File: config.mk
export PLATFORM = sky130hd
export DESIGN_NAME = lexer_token_counter
export DESIGN_NICKNAME = d
export VERILOG_FILES = /design/src/hdl/ltc_pkg.sv /design/src/hdl/ltc_front.sv /design/src/hdl/ltc_queue.sv /design/src/hdl/ltc_back.sv /design/src/hdl/lexer_token_counter.sv
export VERILOG_INCLUDE_DIRS = /design/src /design/src/hdl
export SDC_FILE = /design/constraint.sdc
export NUM_CORES = 1
export LEC_CHECK = 0
export ABC_AREA = 1
export BUFFER_PORTS_ARGS = -buffer_cell sky130_fd_sc_hd__buf_4
export CORE_MARGIN = 2
export CORE_UTILIZATION = 59
export DETAILED_ROUTE_END_ITERATION = 16
export PLACE_DENSITY = 0.84
export SLEW_MARGIN = 25
export SYNTH_ARGS = -nofsm -noshare
export SYNTH_HDL_FRONTEND = slang
export SYNTH_SLANG_ARGS = --single-unit
export TNS_END_PERCENT = 50
File: constraint.sdc
create_clock -name i_clk -period 3.2 [get_ports i_clk]
set_clock_uncertainty 0.1 [all_clocks]
set_input_delay 0.48 -clock i_clk [delete_from_list [all_inputs] [get_ports i_clk]]
set_output_delay 0.48 -clock i_clk [all_outputs]
set_load 0.02 [all_outputs]
File: src/hdl/assert_macros.svh
// Assertion macros for the RTL; ltc_back.sv includes them.
`ifndef ASSERT_MACROS_SVH
`define ASSERT_MACROS_SVH

`ifndef SYNTHESIS

`define ASSERT_SAME(label, clk, rst_n, ante, cons) \
    label: assert property (@(posedge clk) disable iff (!rst_n) (ante) |-> (cons)) \
        else $error("assertion failed");

`define ASSERT_NEXT(label, clk, rst_n, ante, cons) \
    label: assert property (@(posedge clk) disable iff (!rst_n) (ante) |=> (cons)) \
        else $error("assertion failed");

`else

`define ASSERT_SAME(label, clk, rst_n, ante, cons)

`define ASSERT_NEXT(label, clk, rst_n, ante, cons)

`endif

`endif

File: src/hdl/ltc_pkg.sv
`default_nettype none

package ltc_pkg;

    localparam int TOKEN_COUNT_W = 32;
    localparam int QUEUE_DEPTH   = 4;
    localparam int QUEUE_PTR_W   = $clog2(QUEUE_DEPTH);

    localparam logic CMD_TEXT = 1'b0;
    localparam logic CMD_EOL  = 1'b1;

    localparam logic [7:0] CH_QUOTE = 8'h22;
    localparam logic [7:0] CH_UPPER_E = 8'h45;
    localparam logic [7:0] CH_SPACE = 8'h20;
    localparam logic [7:0] CH_PLUS  = 8'h2B;
    localparam logic [7:0] CH_MINUS = 8'h2D;
    localparam logic [7:0] CH_STAR  = 8'h2A;
    localparam logic [7:0] CH_SLASH = 8'h2F;
    localparam logic [7:0] CH_GREATER = 8'h3E;
    localparam logic [7:0] CH_LESS  = 8'h3C;
    localparam logic [7:0] CH_EQUAL = 8'h3D;
    localparam logic [7:0] CH_COMMA = 8'h2C;
    localparam logic [7:0] CH_SEMI  = 8'h3B;
    localparam logic [7:0] CH_LPAREN = 8'h28;
    localparam logic [7:0] CH_RPAREN = 8'h29;
    localparam logic [7:0] CH_LBRACKET = 8'h5B;
    localparam logic [7:0] CH_RBRACKET = 8'h5D;
    localparam logic [7:0] CH_LBRACE = 8'h7B;
    localparam logic [7:0] CH_RBRACE = 8'h7D;
    localparam logic [7:0] CH_DIGIT_0 = 8'h30;
    localparam logic [7:0] CH_DIGIT_9 = 8'h39;

    typedef logic [1:0] t_inc;
    typedef logic [1:0] t_line_pos;

    localparam t_line_pos LINE_POS_MAX = 2'd2;

    typedef struct packed {
        logic valid;
        t_inc inc;
    } t_queue_wr;

    typedef struct packed {
        logic empty;
        t_inc inc;
    } t_queue_rd;

    function automatic logic is_op(input logic [7:0] c);
        return c inside {CH_PLUS, CH_MINUS, CH_STAR, CH_SLASH, CH_GREATER, CH_LESS, CH_EQUAL};
    endfunction

    function automatic logic is_delim(input logic [7:0] c);
        return is_op(c) || (c inside {CH_SPACE, CH_COMMA, CH_SEMI, CH_LPAREN, CH_RPAREN,
                                      CH_LBRACKET, CH_RBRACKET, CH_LBRACE, CH_RBRACE});
    endfunction

    function automatic logic is_digit(input logic [7:0] c);
        return c inside {[CH_DIGIT_0:CH_DIGIT_9]};
    endfunction

endpackage

`default_nettype wire

File: src/hdl/ltc_front.sv
`default_nettype none

module ltc_front
    import ltc_pkg::*;
(
    input  wire logic       i_clk,
    input  wire logic       i_rst_n,
    input  wire logic       i_accept,
    input  wire logic       i_command,
    input  wire logic [7:0] i_character,
    output t_queue_wr       o_wr
);

    logic      r_in_string, n_in_string;
    logic      r_token_open, n_token_open;
    logic      r_pending_op, n_pending_op;
    logic [7:0] r_prev, n_prev;
    logic [7:0] r_before_prev, n_before_prev;
    t_line_pos r_line_pos, n_line_pos;
    t_inc      w_inc;
    logic      w_skip;
    logic      w_exponent;

    // A sign after a digit and an E stays inside the number.
    assign w_exponent = ((i_character == CH_PLUS) || (i_character == CH_MINUS)) &&
                        (r_line_pos == LINE_POS_MAX) && (r_prev == CH_UPPER_E) &&
                        is_digit(r_before_prev);

    always_comb begin
        n_in_string   = r_in_string;
        n_token_open  = r_token_open;
        n_pending_op  = r_pending_op;
        n_prev        = r_prev;
        n_before_prev = r_before_prev;
        n_line_pos    = r_line_pos;
        w_inc         = 2'd0;
        w_skip        = 1'b0;
        if (i_command == CMD_EOL) begin
            w_inc         = {1'b0, r_token_open};
            n_token_open  = 1'b0;
            n_pending_op  = 1'b0;
            n_prev        = 8'd0;
            n_before_prev = 8'd0;
            n_line_pos    = 2'd0;
        end else begin
            if (r_pending_op) begin
                n_pending_op = 1'b0;
                w_skip       = is_op(i_character);
            end
            if (!w_skip) begin
                if (is_delim(i_character) && !r_in_string) begin
                    if (w_exponent) begin
                        n_token_open = 1'b1;
                    end else begin
                        w_inc = t_inc'({1'b0, r_token_open}) +
                                t_inc'({1'b0, i_character != CH_SPACE});
                        n_token_open = 1'b0;
                        if (is_op(i_character)) begin
                            n_pending_op = 1'b1;
                        end
                    end
                end else if (i_character == CH_QUOTE && !r_in_string) begin
                    n_in_string  = 1'b1;
                    n_token_open = 1'b1;
                end else if (i_character == CH_QUOTE) begin
                    n_in_string  = 1'b0;
                    w_inc        = 2'd1;
                    n_token_open = 1'b0;
                end else begin
                    n_token_open = 1'b1;
                end
            end
            n_before_prev = r_prev;
            n_prev        = i_character;
            if (r_line_pos != LINE_POS_MAX) begin
                n_line_pos = r_line_pos + 2'd1;
            end
        end
    end

    always_ff @(posedge i_clk) begin
        if (!i_rst_n) begin
            r_in_string   <= 1'b0;
            r_token_open  <= 1'b0;
            r_pending_op  <= 1'b0;
            r_prev        <= 8'd0;
            r_before_prev <= 8'd0;
            r_line_pos    <= 2'd0;
        end else if (i_accept) begin
            r_in_string   <= n_in_string;
            r_token_open  <= n_token_open;
            r_pending_op  <= n_pending_op;
            r_prev        <= n_prev;
            r_before_prev <= n_before_prev;
            r_line_pos    <= n_line_pos;
        end
    end

    assign o_wr.valid = i_accept;
    assign o_wr.inc   = w_inc;

endmodule

`default_nettype wire

File: src/hdl/ltc_queue.sv
`default_nettype none

module ltc_queue
    import ltc_pkg::*;
(
    input  wire logic      i_clk,
    input  wire logic      i_rst_n,
    input  wire t_queue_wr i_wr,
    input  wire logic      i_rd,
    output logic           o_full,
    output t_queue_rd      o_rd
);

    t_inc                   r_mem [QUEUE_DEPTH];
    logic [QUEUE_PTR_W-1:0] r_wr_ptr;
    logic [QUEUE_PTR_W-1:0] r_rd_ptr;
    logic [QUEUE_PTR_W:0]   r_fill;
    logic                   w_do_wr;
    logic                   w_do_rd;

    assign o_full   = (r_fill == (QUEUE_PTR_W+1)'(QUEUE_DEPTH));
    assign o_rd.empty = (r_fill == '0);
    assign o_rd.inc = r_mem[r_rd_ptr];
    assign w_do_wr  = i_wr.valid && !o_full;
    assign w_do_rd  = i_rd && !o_rd.empty;

    always_ff @(posedge i_clk) begin
        if (w_do_wr) begin
            r_mem[r_wr_ptr] <= i_wr.inc;
        end
    end

    always_ff @(posedge i_clk) begin
        if (!i_rst_n) begin
            r_wr_ptr <= '0;
            r_rd_ptr <= '0;
            r_fill   <= '0;
        end else begin
            if (w_do_wr) begin
                r_wr_ptr <= r_wr_ptr + 1'b1;
            end
            if (w_do_rd) begin
                r_rd_ptr <= r_rd_ptr + 1'b1;
            end
            if (w_do_wr && !w_do_rd) begin
                r_fill <= r_fill + 1'b1;
            end else if (w_do_rd && !w_do_wr) begin
                r_fill <= r_fill - 1'b1;
            end
        end
    end

endmodule

`default_nettype wire

File: src/hdl/ltc_back.sv
`default_nettype none
`include "assert_macros.svh"

module ltc_back
    import ltc_pkg::*;
#(
    parameter int COUNT_WIDTH = 32
)
(
    input  wire logic                  i_clk,
    input  wire logic                  i_rst_n,
    input  wire t_queue_rd             i_rd,
    output logic                       o_take,
    input  wire logic                  i_pop,
    output logic                       o_empty,
    output logic [COUNT_WIDTH-1:0]     o_count
);

    logic [COUNT_WIDTH-1:0] r_count, n_count;
    logic                   r_out_valid;
    logic [COUNT_WIDTH:0]   w_sum;
    logic                   w_out_pop;

    assign w_out_pop = i_pop && r_out_valid;
    assign o_take    = !i_rd.empty && (!r_out_valid || w_out_pop);
    assign w_sum     = {1'b0, r_count} + (COUNT_WIDTH+1)'(i_rd.inc);

    // The count saturates at its maximum.
    assign n_count = w_sum[COUNT_WIDTH] ? '1 : w_sum[COUNT_WIDTH-1:0];

    always_ff @(posedge i_clk) begin
        if (!i_rst_n) begin
            r_count     <= '0;
            r_out_valid <= 1'b0;
        end else if (o_take) begin
            r_count     <= n_count;
            r_out_valid <= 1'b1;
        end else if (w_out_pop) begin
            r_out_valid <= 1'b0;
        end
    end

    assign o_empty = !r_out_valid;
    assign o_count = r_count;

    `ASSERT_NEXT(a_take_shows_word, i_clk, i_rst_n, o_take, !o_empty)
    `ASSERT_NEXT(a_count_holds, i_clk, i_rst_n, !o_take, $stable(r_count))
    `ASSERT_NEXT(a_count_grows, i_clk, i_rst_n, o_take, r_count >= $past(r_count))

endmodule

`default_nettype wire

File: src/hdl/lexer_token_counter.sv
// Each accepted word is classified, queued and added into the registered count when
// the result side is free. Throughput: one word per cycle while full is low; a
// four-entry queue between classifier and counter absorbs result stalls, and full rises
// once it fills. Reset: synchronous active-low i_rst_n clears the lexer state, the queue
// and the count, and empties the result side.
`default_nettype none

module lexer_token_counter
    import ltc_pkg::*;
#(
    parameter int COUNT_WIDTH = 32
)
(
    input  wire logic        i_clk,
    input  wire logic        i_rst_n,
    input  wire logic        push,
    output logic             full,
    input  wire logic        i_command,
    input  wire logic [7:0]  i_character,
    output logic             empty,
    input  wire logic        pop,
    output logic [TOKEN_COUNT_W-1:0] o_token_count
);

    t_queue_wr              w_wr;
    t_queue_rd              w_rd;
    logic                   w_take;
    logic [COUNT_WIDTH-1:0] w_count;

    ltc_front u_front (
        .i_clk       (i_clk),
        .i_rst_n     (i_rst_n),
        .i_accept    (push && !full),
        .i_command   (i_command),
        .i_character (i_character),
        .o_wr        (w_wr)
    );

    ltc_queue u_queue (
        .i_clk   (i_clk),
        .i_rst_n (i_rst_n),
        .i_wr    (w_wr),
        .i_rd    (w_take),
        .o_full  (full),
        .o_rd    (w_rd)
    );

    ltc_back #(
        .COUNT_WIDTH (COUNT_WIDTH)
    ) u_back (
        .i_clk   (i_clk),
        .i_rst_n (i_rst_n),
        .i_rd    (w_rd),
        .o_take  (w_take),
        .i_pop   (pop),
        .o_empty (empty),
        .o_count (w_count)
    );

    generate
        if (COUNT_WIDTH >= TOKEN_COUNT_W) begin : g_trunc
            assign o_token_count = w_count[TOKEN_COUNT_W-1:0];
        end else begin : g_ext
            assign o_token_count = {{(TOKEN_COUNT_W-COUNT_WIDTH){1'b0}}, w_count};
        end
    endgenerate

endmodule

`default_nettype wire

# ---- Yosys cells after proc, flatten, opt, wreduce, memory -nomap -nowiden
# Memory sizes are Yosys's and may differ from the RTL's. A register that Yosys moved wholly into a read port is not among the register bits.
# Index checks and enable logic that the tools add are counted.
# Widths: inputs -> output; s select.
dict set report word_totals {
  in_bits 13
  word_cells 113
  out_inout_bits 34
  mem_bits_rw 8
  n_memories 1
  ff_bits 61
}
dict set report op_classes {
  order_cmp 2
  addsub 7
  n_eq_ne 23
  n_mux 34
  bitwise 3
  reduce_logical 32
}
# name words width read_ports rd_ports_with_merged_regs wr line
set memory_table {}
lappend memory_table {u_queue.r_mem 4 2 1 1 1 ltc_queue.sv:14} ;# t_inc r_mem [QUEUE_DEPTH];
# operator count
set op_table {}
lappend op_table {{$eq 8x6->1 const B} 13}
lappend op_table {{$eq 8x7->1 const B} 5}
lappend op_table {{$add 32x2->33} 1}
lappend op_table {{$mux 32} 1}
lappend op_table {{$mux 1} 20}
lappend op_table {{$mux 2} 9}
lappend op_table {{$mux 8} 2}
lappend op_table {{$logic_and 1x1->1} 13}
lappend op_table {{$reduce_bool 9->1} 1}
lappend op_table {{$ge 8x6->1 const B} 1}
lappend op_table {{$le 8x6->1 const B} 1}
lappend op_table {{$ne 8x6->1 const B} 1}
lappend op_table {{$reduce_bool 2->1} 4}
lappend op_table {{$reduce_bool 7->1} 1}
lappend op_table {{$add 2x1->2 const B} 3}
lappend op_table {{$logic_not 1->1} 6}
lappend op_table {{$mux 3} 2}
lappend op_table {{$reduce_and 5->1} 1}
lappend op_table {{$ne 2x2->1 const B} 2}
lappend op_table {{$reduce_and 2->1} 2}
lappend op_table {{$add 3x1->3 const B} 1}
lappend op_table {{$eq 3x3->1 const B} 1}
lappend op_table {{$logic_not 3->1} 1}
lappend op_table {{$logic_or 1x1->1} 3}
lappend op_table {{4 further kinds} 6}

# ---- Logic depth before layout (Yosys ltp)
dict set report depth {
  ltp_word 9
  ltp_mapped 15
  depth_no_buf 15
}

# ---- By module
# From an unflattened synthesis, not the netlist that was laid out.
dict set report unflattened {
  hier_cells 588
  hier_area_um2 4082.7
}
# module cells_each area_per_inst_um2 seq_area_each_um2 n_inst
set modules_own_cells {}
lappend modules_own_cells {ltc_back 323 2137.0 660.6 1}
lappend modules_own_cells {ltc_front 174 1123.6 400.4 1}
lappend modules_own_cells {ltc_queue 89 812.0 420.4 1}
lappend modules_own_cells {lexer_token_counter 2 10.0 0.0 1}

# ---- Worst setup path after synthesis
# No wires, ideal clock.
dict set report synth_timing {
  kind {register to register}
  from {register with a tool-made name}
  to {register u_back.r_count[20], in the netlist u_back.o_count[20]}
  arrival_time_ps 2180
  required_ps 3032
  setup_time_ps 68
  path_slack_ps 852
  path_stages_with_launch 15
  cell_sequence {dfxtp_1 > inv_1 > nor2_1 > o22ai_1 > ha_1 > inv_1 > fa_1 > inv_1 > nand2_2 > nor2_4 > nand2_4 > nor2_8 > nand4_4 > buf_6 > a21oi_2}
}
# element line
set synth_rtl {}
lappend synth_rtl {{end signal, assigned} ltc_back.sv:36} ;# r_count <= n_count;
lappend synth_rtl {{end, declared} ltc_back.sv:19} ;# logic [COUNT_WIDTH-1:0] r_count, n_count;

==> out/metrics.yaml <==
synthesis:
  postSynthCellCount: 602
  yosys_most_used_dff: "sky130_fd_sc_hd__dfxtp_1"
  dominant_cells_by_area_after_synthesis: "sky130_fd_sc_hd__dfxtp_1 (31%), sky130_fd_sc_hd__nand2_1 (18%), sky130_fd_sc_hd__nor2_1 (6.9%)"
  synth_sequential_area_ratio_pct: 37.0
  netlist.top_cell.by_area: "sky130_fd_sc_hd__dfxtp_1"
  syn_area_per_cell_um2: 6.66
  mappedNetlistArea_um2: 4010
  synth_edf_count: 8
  synth_top_area_share_pct: 31.0
  ys_seq_elements: 70
  synth_cell_type_count: 35
  synth-async-reset-ratio_pct: 0
  yosysWarnings: 0
  synth.net_count: 626
drt:
  wirelength_met1_um: 4060
  route.top_layer_used: "met4"
  routed-via-count: 3952
  drt_pre_antenna_iters: 5
  antenna_left: 0
  met3_length_um: 546
  drc: 0
  met2_wirelength_um: 4820
  routed_via_density: 5.40
  initialDrtViolationCount: 290
  post_drt_wl_per_cell_um: 13.3
  route.final.wire_length_um: 9700
job:
  drv.max_cap_violation_count: 0
layout:
  finalInstanceArea_um2: 4610
  antenna_cells: 0
  fin_cells: 732
  fraction_of_layout_cells_with_a_size_suffix_above_1_pct: 13.5
  areaGrowthSynthToFinish_pct: 15.0
  finish.net_count: 671
power:
  cellPowerDensity_nw_per_um2: 523
  p_comb_share_pct: 26.9
  power.internal_mw: 1.54
  p_clk_share_pct: 30.1
  power_leakage_nw: 1.89
  netSwitchingFraction_pct: 36.0
  pwr-share-seq_pct: 43.0
  irDropWorstVdd_mv: 0.325
  power.total_mw: 2.41
  switching_power_mw: 0.867
sta:
  final_min_period_over_clock_period_pct: 85.2
  rsz0062_at_grt: "no"
  worstMarginPinSlew_ns: 0.659
  finalHoldViolCount: 0
  finalMaxSlewViolations: 0
  max_clock_freq_mhz: 367
  finalWorstPathRequiredPeriod_ns: 2.73
  fin_setup_tns_ns: 0
  finalSetupViolCount: 0
  slew_headroom_pct: 56.0
critical_path:
  timing.setup.critical_path_class: "reg2reg"
  crit_path_start_kind: "flip-flop"
  cp_data_arrival_time_ns: 2.90
  crit_path_max_fanout: 14
  critPathRequiredTime_ns: 3.38
  endpoint_kind: "flip-flop"
hold_path:
  worstHoldPathType: "in2reg"
floorplan:
  start_util_pct: 60.0
  core-area_um2: 6680
  core.rowCount: 30
  die_y_um: 86.4
  die_area_um2: 7470
  pin_count: 47
  chipWidth_um: 86.4
clock_tree:
  clock_tree.root_cell: "sky130_fd_sc_hd__clkbuf_8"
  cts_sinks: 70
  clk_path_buf_depth: 2
  htree_num_levels: 3
  path_clk_slew_ns: 0.08
  clock_insertion_delay_worst_skew_ns: 0.35
  post_cts_resized: 0
  cts_buffers: 9
  postCtsSetupBuffers: 0
  tritoncts: "built"
  cts-hold-fix-buffers: 0
placement:
  placed_area_um2: 4410
  port_buffers: 46
  gp_routability_congestion: 0.994
  post-place-cells: 716
  place.detailed.hpwl_um: 6920
grt:
  global_route.usage.total_pct: 27.8
  grt_max_degree: 47
  grt_first_pass_wirelength_um: 16500
  grt_pass1_vias: 3732
  grt.overflow.total: 0
  antenna_violations_before_repair: 0
outcome:
  run_status: "finished clean"
==> synthesized netlist by cell type, types with 2 or more instances <==
| cell | n |
|---|---|
| sky130_fd_sc_hd__nand2_1 | 191 |
| sky130_fd_sc_hd__nor2_1 | 74 |
| sky130_fd_sc_hd__inv_1 | 68 |
| sky130_fd_sc_hd__dfxtp_1 | 62 |
| sky130_fd_sc_hd__a21oi_1 | 55 |
| sky130_fd_sc_hd__nand3_1 | 35 |
| sky130_fd_sc_hd__o21ai_0 | 16 |
| sky130_fd_sc_hd__clkbuf_1 | 13 |
| sky130_fd_sc_hd__a21oi_2 | 10 |
| sky130_fd_sc_hd__ha_1 | 9 |
| sky130_fd_sc_hd__edfxtp_1 | 8 |
| sky130_fd_sc_hd__nand3b_1 | 8 |
| sky130_fd_sc_hd__nand4_1 | 8 |
| sky130_fd_sc_hd__nor3_1 | 7 |
| sky130_fd_sc_hd__xnor2_1 | 7 |
| sky130_fd_sc_hd__xor2_1 | 6 |
| sky130_fd_sc_hd__fa_1 | 2 |
| sky130_fd_sc_hd__inv_2 | 2 |
| sky130_fd_sc_hd__nand2_2 | 2 |
| sky130_fd_sc_hd__nand2_4 | 2 |
| sky130_fd_sc_hd__nor2_2 | 2 |
| sky130_fd_sc_hd__nor2_4 | 2 |
==> final timing paths <==
kind | from | to | slack [ns] | cells after the start
hold reg to reg | u_front.r_line_pos[0] | u_front.r_line_pos[0] | 0.36 | 2
setup / recovery | flip-flop | u_back.o_count[30] | 0.47 | 13
setup reg to reg | flip-flop | u_back.o_count[30] | 0.47 | 13
hold / removal | i_character[6] | u_front.r_prev[6] | 0.30 | 3
==> registers in the layout, summed over array words and instances, names as in the netlist, named ones only <==
register               flops
u_back.o_count            32
u_queue.r_rd_ptr           2
u_queue.r_fill             3
u_queue.r_wr_ptr           2
u_front.r_pending_op       1
u_front.r_in_string        1
u_front.r_token_open       1
u_front.r_before_prev      7
u_front.r_prev             8
u_back.r_out_valid         1
u_front.r_line_pos         2
u_queue.r_mem              8
==> cell type report <==
type	count	area, um^2
Multi-Input combinational cell	446	2190
Fill cell	587	2070
Sequential cell	70	1480
Timing Repair Buffer	49	368
Inverter	71	267
Clock buffer	10	128
Tap cell	80	100
Clock inverter	6	71.3
==> layout by cell type, fill, tap and decap left out, types with 10 or more instances in the layout <==
| cell | n |
|---|---|
| sky130_fd_sc_hd__a21oi_1 | 55 |
| sky130_fd_sc_hd__o21ai_0 | 16 |
| sky130_fd_sc_hd__nor2_1 | 74 |
| sky130_fd_sc_hd__dfxtp_1 | 62 |
| sky130_fd_sc_hd__inv_1 | 68 |
| sky130_fd_sc_hd__buf_4 | 49 |
| sky130_fd_sc_hd__nand3_1 | 35 |
| sky130_fd_sc_hd__a21oi_2 | 10 |
| sky130_fd_sc_hd__nand2_1 | 191 |
==> layer usage <==
layer  up-vias  track usage [%]
met5         -                0
met4         0             11.5
met3        29             4.38
met2       157             50.6
li1       2003                -
met1      1763             32.1
==> critical path, cell delays in order, from the launching register on <==
cell,delay (ns)
sky130_fd_sc_hd__dfxtp_1,0.35
sky130_fd_sc_hd__inv_1,0.12
sky130_fd_sc_hd__o21ai_0,0.10
sky130_fd_sc_hd__o22ai_1,0.12
sky130_fd_sc_hd__ha_1,0.21
sky130_fd_sc_hd__inv_1,0.08
sky130_fd_sc_hd__fa_1,0.43
sky130_fd_sc_hd__nor2_1,0.17
sky130_fd_sc_hd__nand4_1,0.18
sky130_fd_sc_hd__inv_1,0.09
sky130_fd_sc_hd__nand2_1,0.31
sky130_fd_sc_hd__nand3_1,0.20
sky130_fd_sc_hd__nand2_1,0.06
sky130_fd_sc_hd__a21oi_1,0.14
==> metrics by stage <==
step / setup slack (ns) / util (%) / hold slack [ns]
finish: 0.472 / 69.0 / 0.301
CTS: 0.495 / 69.0 / 0.294
global placement: 0.655 / 66.0 / 0.350
detailed placement: 0.514 / 66.0 / 0.354
global route: 0.232 / 69.0 / 0.322
floorplan: 0.852 / - / 0.342
==> logic make-up after synthesis <==
group | after synthesis | share of synthesized area [%]
AND/OR/NAND/NOR | 337 | 36.4
buffers and inverters | 86 | 8.28
AO/OA/AOI/OAI | 85 | 11.7
flip-flops | 70 | 37.0
XOR/XNOR | 13 | 2.84
adder cells (fa/ha/maj) | 11 | 3.81
==> power groups by stage <==
stage | Combinational (mW) | Clock (mW) | Sequential (mW)
CTS | 0.650 | 0.729 | 1.03
global route | 0.736 | 0.766 | 1.05
detailed placement | 0.640 | 0 | 1.05
global placement | 0.605 | 0 | 1.05
finish | 0.649 | 0.725 | 1.04
floorplan | 0.460 | 0 | 1.05
No activity file was read; power rests on OpenSTA's default activity.
